<file path="src/design/bitplane_lcd_controller_defines.svh">
// Assertion macros for the LCD controller top level.
`ifndef BITPLANE_LCD_CONTROLLER_DEFINES_SVH
`define BITPLANE_LCD_CONTROLLER_DEFINES_SVH
`ifndef SYNTH
`define BLC_ASSERT(label, prop, msg) \
   label: assert property (@(posedge clock) disable iff (reset) prop) else $error(msg);
`define BLC_ASSERT_NEVER(label, expr, msg) \
   label: assert property (@(posedge clock) disable iff (reset) !(expr)) else $error(msg);
`else
`define BLC_ASSERT(label, prop, msg)
`define BLC_ASSERT_NEVER(label, expr, msg)
`endif
`endif

</file>
<file path="src/design/blc_pkg.sv">
package blc_pkg;

   // operation codes (req_tuser)
   localparam logic [1:0] OP_WRITE = 2'd0;
   localparam logic [1:0] OP_READ  = 2'd1;
   localparam logic [1:0] OP_PIXEL = 2'd2;
   localparam logic [1:0] OP_TICK  = 2'd3;

   // register addresses
   localparam logic [2:0] REG_MODE     = 3'd1;
   localparam logic [2:0] REG_SCROLL_X = 3'd2;
   localparam logic [2:0] REG_SCROLL_Y = 3'd3;
   localparam logic [2:0] REG_PTR_LO   = 3'd4;
   localparam logic [2:0] REG_PTR_HI   = 3'd5;
   localparam logic [2:0] REG_DATA_RD  = 3'd6;
   localparam logic [2:0] REG_DATA_WR  = 3'd7;

   localparam int PLANE_DEPTH = 8192;
   localparam int PLANE_AW    = 13;
   localparam int BYTE_W      = 8;
   localparam int REQ_TDATA_W = 32;
   localparam int RSP_TDATA_W = 40;
   localparam int RSP_PAD_W   = 5;

   localparam logic [PLANE_AW-1:0] PTR_STEP_ONE = 13'd1;
   localparam logic [PLANE_AW-1:0] PTR_STEP_ROW = 13'd32;

   localparam logic [8:0] ROW_MODULO    = 9'd200;
   localparam logic [8:0] ROW_MODULO_X2 = 9'd400;
   localparam logic [7:0] WINDOW_ROWS     = 8'd16;
   localparam logic [7:0] WINDOW_ROW_BASE = 8'hD0;

   localparam logic [15:0] IRQ_PERIOD_RESET = 16'd16384;
   localparam logic [4:0]  MOD_LAST_STEP    = 5'd16;
   localparam logic [7:0]  READ_IDLE_BYTE   = 8'hFF;

   typedef struct packed {
      logic accept;
      logic clear_active;
      logic mem_load;
      logic mod_active;
   } ctrl_cmd_type;

   typedef struct packed {
      logic out_free;
      logic needs_clear;
      logic needs_mem;
      logic needs_mod;
      logic clear_last;
      logic mod_last;
   } dp_status_type;

   // fixed palette, {red, green, blue}
   function automatic logic [23:0] palette_rgb(input logic [1:0] shade);
      logic [23:0] rgb;
      unique case (shade)
         2'd0: rgb = {8'd127, 8'd134, 8'd15};
         2'd1: rgb = {8'd87, 8'd124, 8'd68};
         2'd2: rgb = {8'd54, 8'd93, 8'd72};
         default: rgb = {8'd42, 8'd69, 8'd59};
      endcase
      return rgb;
   endfunction

endpackage

</file>
<file path="src/design/blc_ctrl.sv">
module blc_ctrl
   import blc_pkg::*;
(
   input  logic          clock,
   input  logic          reset,
   input  logic          req_tvalid,
   output logic          req_tready,
   input  dp_status_type sts,
   output ctrl_cmd_type  cmd
);

   localparam logic [1:0] ST_IDLE  = 2'd0;
   localparam logic [1:0] ST_CLEAR = 2'd1;
   localparam logic [1:0] ST_MEM   = 2'd2;
   localparam logic [1:0] ST_MOD   = 2'd3;

   logic [1:0] state_ff;
   logic [1:0] state_in;
   logic       accept;

   assign req_tready = (state_ff == ST_IDLE) && sts.out_free;
   assign accept     = req_tvalid && req_tready;

   always_comb begin
      state_in = state_ff;
      unique case (state_ff)
         ST_IDLE: begin
            if (accept) begin
               priority if (sts.needs_clear) state_in = ST_CLEAR;
               else if (sts.needs_mem)       state_in = ST_MEM;
               else if (sts.needs_mod)       state_in = ST_MOD;
               else                          state_in = ST_IDLE;
            end
         end
         ST_CLEAR: begin
            if (sts.clear_last) state_in = ST_IDLE;
         end
         ST_MEM: begin
            state_in = ST_IDLE;
         end
         default: begin
            if (sts.mod_last) state_in = ST_IDLE;
         end
      endcase
   end

   // both planes are swept after reset
   always_ff @(posedge clock) begin
      if (reset) begin
         state_ff <= ST_CLEAR;
      end else begin
         state_ff <= state_in;
      end
   end

   assign cmd.accept       = accept;
   assign cmd.clear_active = (state_ff == ST_CLEAR);
   assign cmd.mem_load     = (state_ff == ST_MEM);
   assign cmd.mod_active   = (state_ff == ST_MOD);

endmodule

</file>
<file path="config.mk">
export PLATFORM = sky130hd
export DESIGN_NAME = blc_ctrl
export DESIGN_NICKNAME = d
export VERILOG_FILES = /design/src/design/bitplane_lcd_controller_defines.svh /design/src/design/blc_pkg.sv /design/src/design/blc_ctrl.sv
export SDC_FILE = /design/constraint.sdc
export NUM_CORES = 1
export LEC_CHECK = 0
export BUFFER_PORTS_ARGS = -buffer_cell sky130_fd_sc_hd__buf_2
export CORE_AREA = 10 10 47 49
export DETAILED_ROUTE_END_ITERATION = 10
export DIE_AREA = 0 0 57 59
export PLACE_DENSITY_LB_ADDON = 0.25
export SYNTH_ARGS = -nofsm -noshare
export SYNTH_HDL_FRONTEND = slang
export SYNTH_SLANG_ARGS = --single-unit
</file>
<file path="constraint.sdc">
create_clock -name clock -period 0.8 [get_ports clock]
set_input_delay 0.08 -clock clock [delete_from_list [all_inputs] [get_ports clock]]
set_output_delay 0.08 -clock clock [all_outputs]
set_load 0.02 [all_outputs]
</file>
# Yosys cells after proc, flatten, opt, wreduce, memory -nomap -nowiden

Cells that the tools add are included.

Input port bits: 9
Flip-flop bits (word level): 2
Word-level logic and storage cells: 18
Output and inout port bits: 5

Mux-type cells: 7
Equality and inequality tests: 5
Reduce and logical (&&, ||, !) cells: 5

Operators with widths:

| operator           | number |
|---|---|
| $mux 2             | 6 |
| $pmux 2 s3         | 1 |
| $eq 2x2->1 const B | 2 |
| $ne 2x2->1 const B | 2 |
| $reduce_bool 4->1  | 1 |
| $reduce_and 3->1   | 1 |
| $eq 2x1->1 const B | 1 |
| $logic_and 1x1->1  | 2 |
| $logic_not 2->1    | 1 |

# Logic depth before layout (Yosys ltp)

Word-level depth: 5
Mapped depth: 3
Gate-level depth less buffers: 3

# Worst setup path after synthesis

No wires, ideal clock.

Path type: register -> register
Start point: register state_ff[0]
End point: register state_ff[0]
Cell stages (with the launch flop): 4
Path slack: -0.185 ns
Arrival time: 0.923 ns
Library setup time: 0.062 ns
Data required time: 0.738 ns
Period minus slack after synthesis: 0.985 ns
Buffers on the path: 0
Cells stage by stage: dfxtp_1 > nor2b_1 > a21oi_1 > nand3_1

RTL lines:

| element                | RTL line       | text |
|---|---|---|
| from (decl)            | blc_ctrl.sv:17 | `logic [1:0] state_ff;` |
| from (signal assigned) | blc_ctrl.sv:52 | `state_ff <= state_in;` |

==> results.yml <==
global_routing:
  first_global_vias: 231
  grt_usage_pct: 3.80
  grt_pass1_wl_um: 938
  grt_max_degree: 5
  antenna_found_initial: 0
  overflow: 0
timing:
  maxClockFrequency_mhz: 925
  post-route-min-period_ns: 1.08
  fin_ws_ns: -0.281
  hold_ws_ns: 0.0193
  period_share_pct: 135
  worst-slew-pin-transition_ns: 0.138
  fin_skew_ns: 0.00478
  setup_viol: 7
  finalHoldViolCount: 0
  grt_setup_unrepaired: "true"
  max_slew_margin_pct: 90.8
  slew_viol_final: 0
routing:
  wl_um: 552
  drc_errors: 0
  viasPerCell: 3.65
  drt_first_pass_iters: 2
  num_vias: 190
  drtIter0Drc: 5
  wl_per_cell_um: 10.6
  ant_nets: 0
place:
  place_inst: 47
  post_dp_cell_area_um2: 245
  dp_hpwl_um: 416
  io_buffers: 13
  gp_congestion: 0.573
synth:
  synth_seq_area_share_pct: 28.1
  synth_area_per_cell_um2: 8.39
  yosysWarningCount: 0
  synth_cell_types: 13
  synthesis.nets: 26
  syn_inst: 17
  syn_area_um2: 143
  synth.ff_latch_count: 2
final_layout:
  final_cell_mix: "buf_2, buf_6, buf_4"
  final_common_cell: "buf_2"
  largest_register_ffs: 2
  diodes: 0
  regMostFlops: "state_ff"
  fin_area_um2: 332
  final_layout_size_suffix_gt1_share_pct: 83.3
  finalNonFillerCells: 52
  area_delta_synth_final_pct: 132
  reg.largest.list: "state_ff: 2 flops"
  nNetsFinal: 47
setup_path:
  arrival_ns: 1.00
  path_class: "register to output port"
  slowest_delay_ns: 0.32
  cp-end-kind: "output port"
  path_delay_family: "flip-flops"
  cp_max_fo: 4
  cp_slowest_cell: "dfxtp_2"
  path_cells: "and4bb_2, buf_6"
  cp-start-kind: "register"
  cp.buffers_inverters: 1
  crit_required_ns: 0.72
floorplan:
  fp-row-count: 14
  dieHeight_um: 59
  pin_count: 14
  dieArea_um2: 3360
  core_um2: 1400
  die_w_um: 57
  start_util_pct: 10.2
pwr:
  p_total_uw: 446
  power_density_nw_per_um2: 1340
  leakage_nw: 0.160
  ir_drop_mv: 0.551
clock_tree:
  clkTransAtPathRegs_ns: 0.03
  cts_tree: "done"
  hold_buffers: 0
  cts_root_buffer: "clkbuf_4"
  cts_buffers: 3
  clk_path_buf_depth: 2
  h-tree-depth: 1
  cts_sinks: 2
  clkLatencyLatePin_ns: 0.23
run_status:
  violations: "setup timing"
  status: "complete, but fails checks"
job:
  cap_violations: 0
min_path:
  min_path_type: "primary input to register"
[repair_timing]
| item | CTS | global route |
|---|---|---|
| setup buffers | 2 | 0 |
| setup endpoints to repair | 7 | 7 |
| pin swaps | 3 | 0 |
| resized for setup | 11 | 4 |
| gates cloned | 0 | 0 |
[layer usage]
layer	vias up	global-route usage, %	routed length, µm
met5	-	0	0
met4	0	3.02	6
met3	2	5.36	107
met2	15	3.26	170
met1	78	3.90	268
li1	95	-	-
[cells in the mapped netlist]
cell	instances	area share [%]
nand2b_1	1	4.4
o211ai_2	1	8.8
dfxtp_1	2	28
nor3b_1	1	5.3
a21oi_1	1	3.5
and2_1	1	4.4
nor2b_1	3	13
inv_1	2	5.3
buf_4	1	5.3
and4bb_2	1	8.8
o21ai_1	1	3.5
nand3_1	1	3.5
a21oi_2	1	6.1
[path summary, 6_finish.rpt]
kind / from / endpoint / slack [ns] / cells past startpoint
min reg2reg: state_ff[0] / state_ff[0] / 0.66 / 3
max reg2reg: state_ff[1] / state_ff[1] / -0.22 / 4
max: state_ff[1] / cmd[3] / -0.28 / 2
min: reset / state_ff[1] / 0.02 / 2
[power by group]
group / internal, mW / switching (mW)
Clock: 0.166 / 0.0621
Sequential: 0.107 / 0.00468
Combinational: 0.0595 / 0.0467
[cell families after synthesis]
logic type	share of synthesized area [%]
simple gates	39.5
compound gates	21.9
buf+inv	10.5
flops	28.1
[worst reg2reg max path, cell delays in order (launching register included)]
cell and delay, ns:
dfxtp_2 0.32, and4bb_2 0.32, buf_4 0.13, o211ai_2 0.07
a21oi_2 0.11
[cell type report]
cell class                      instances  area (µm²)
Inverter                                2        7.51
Clock buffer                            3        22.5
Multi-Input combinational cell         12         113
Sequential cell                         2        42.5
Tap cell                               16        20.0
Timing Repair Buffer                   17         126
Fill cell                             160        1070
[per-stage QoR]
step           worst slack, ns  TNS [ns]  utilization (%)
2_1_floorplan          -0.0932    -0.221                -
5_1_grt                 -0.336     -1.86             23.7
4_1_cts                 -0.286     -1.58             22.5
3_5_place_dp            -0.129    -0.384             17.5
6_report                -0.281     -1.51             23.7
3_3_place_gp            -0.109    -0.367             17.5
No activity file was read; power rests on OpenSTA's default activity.
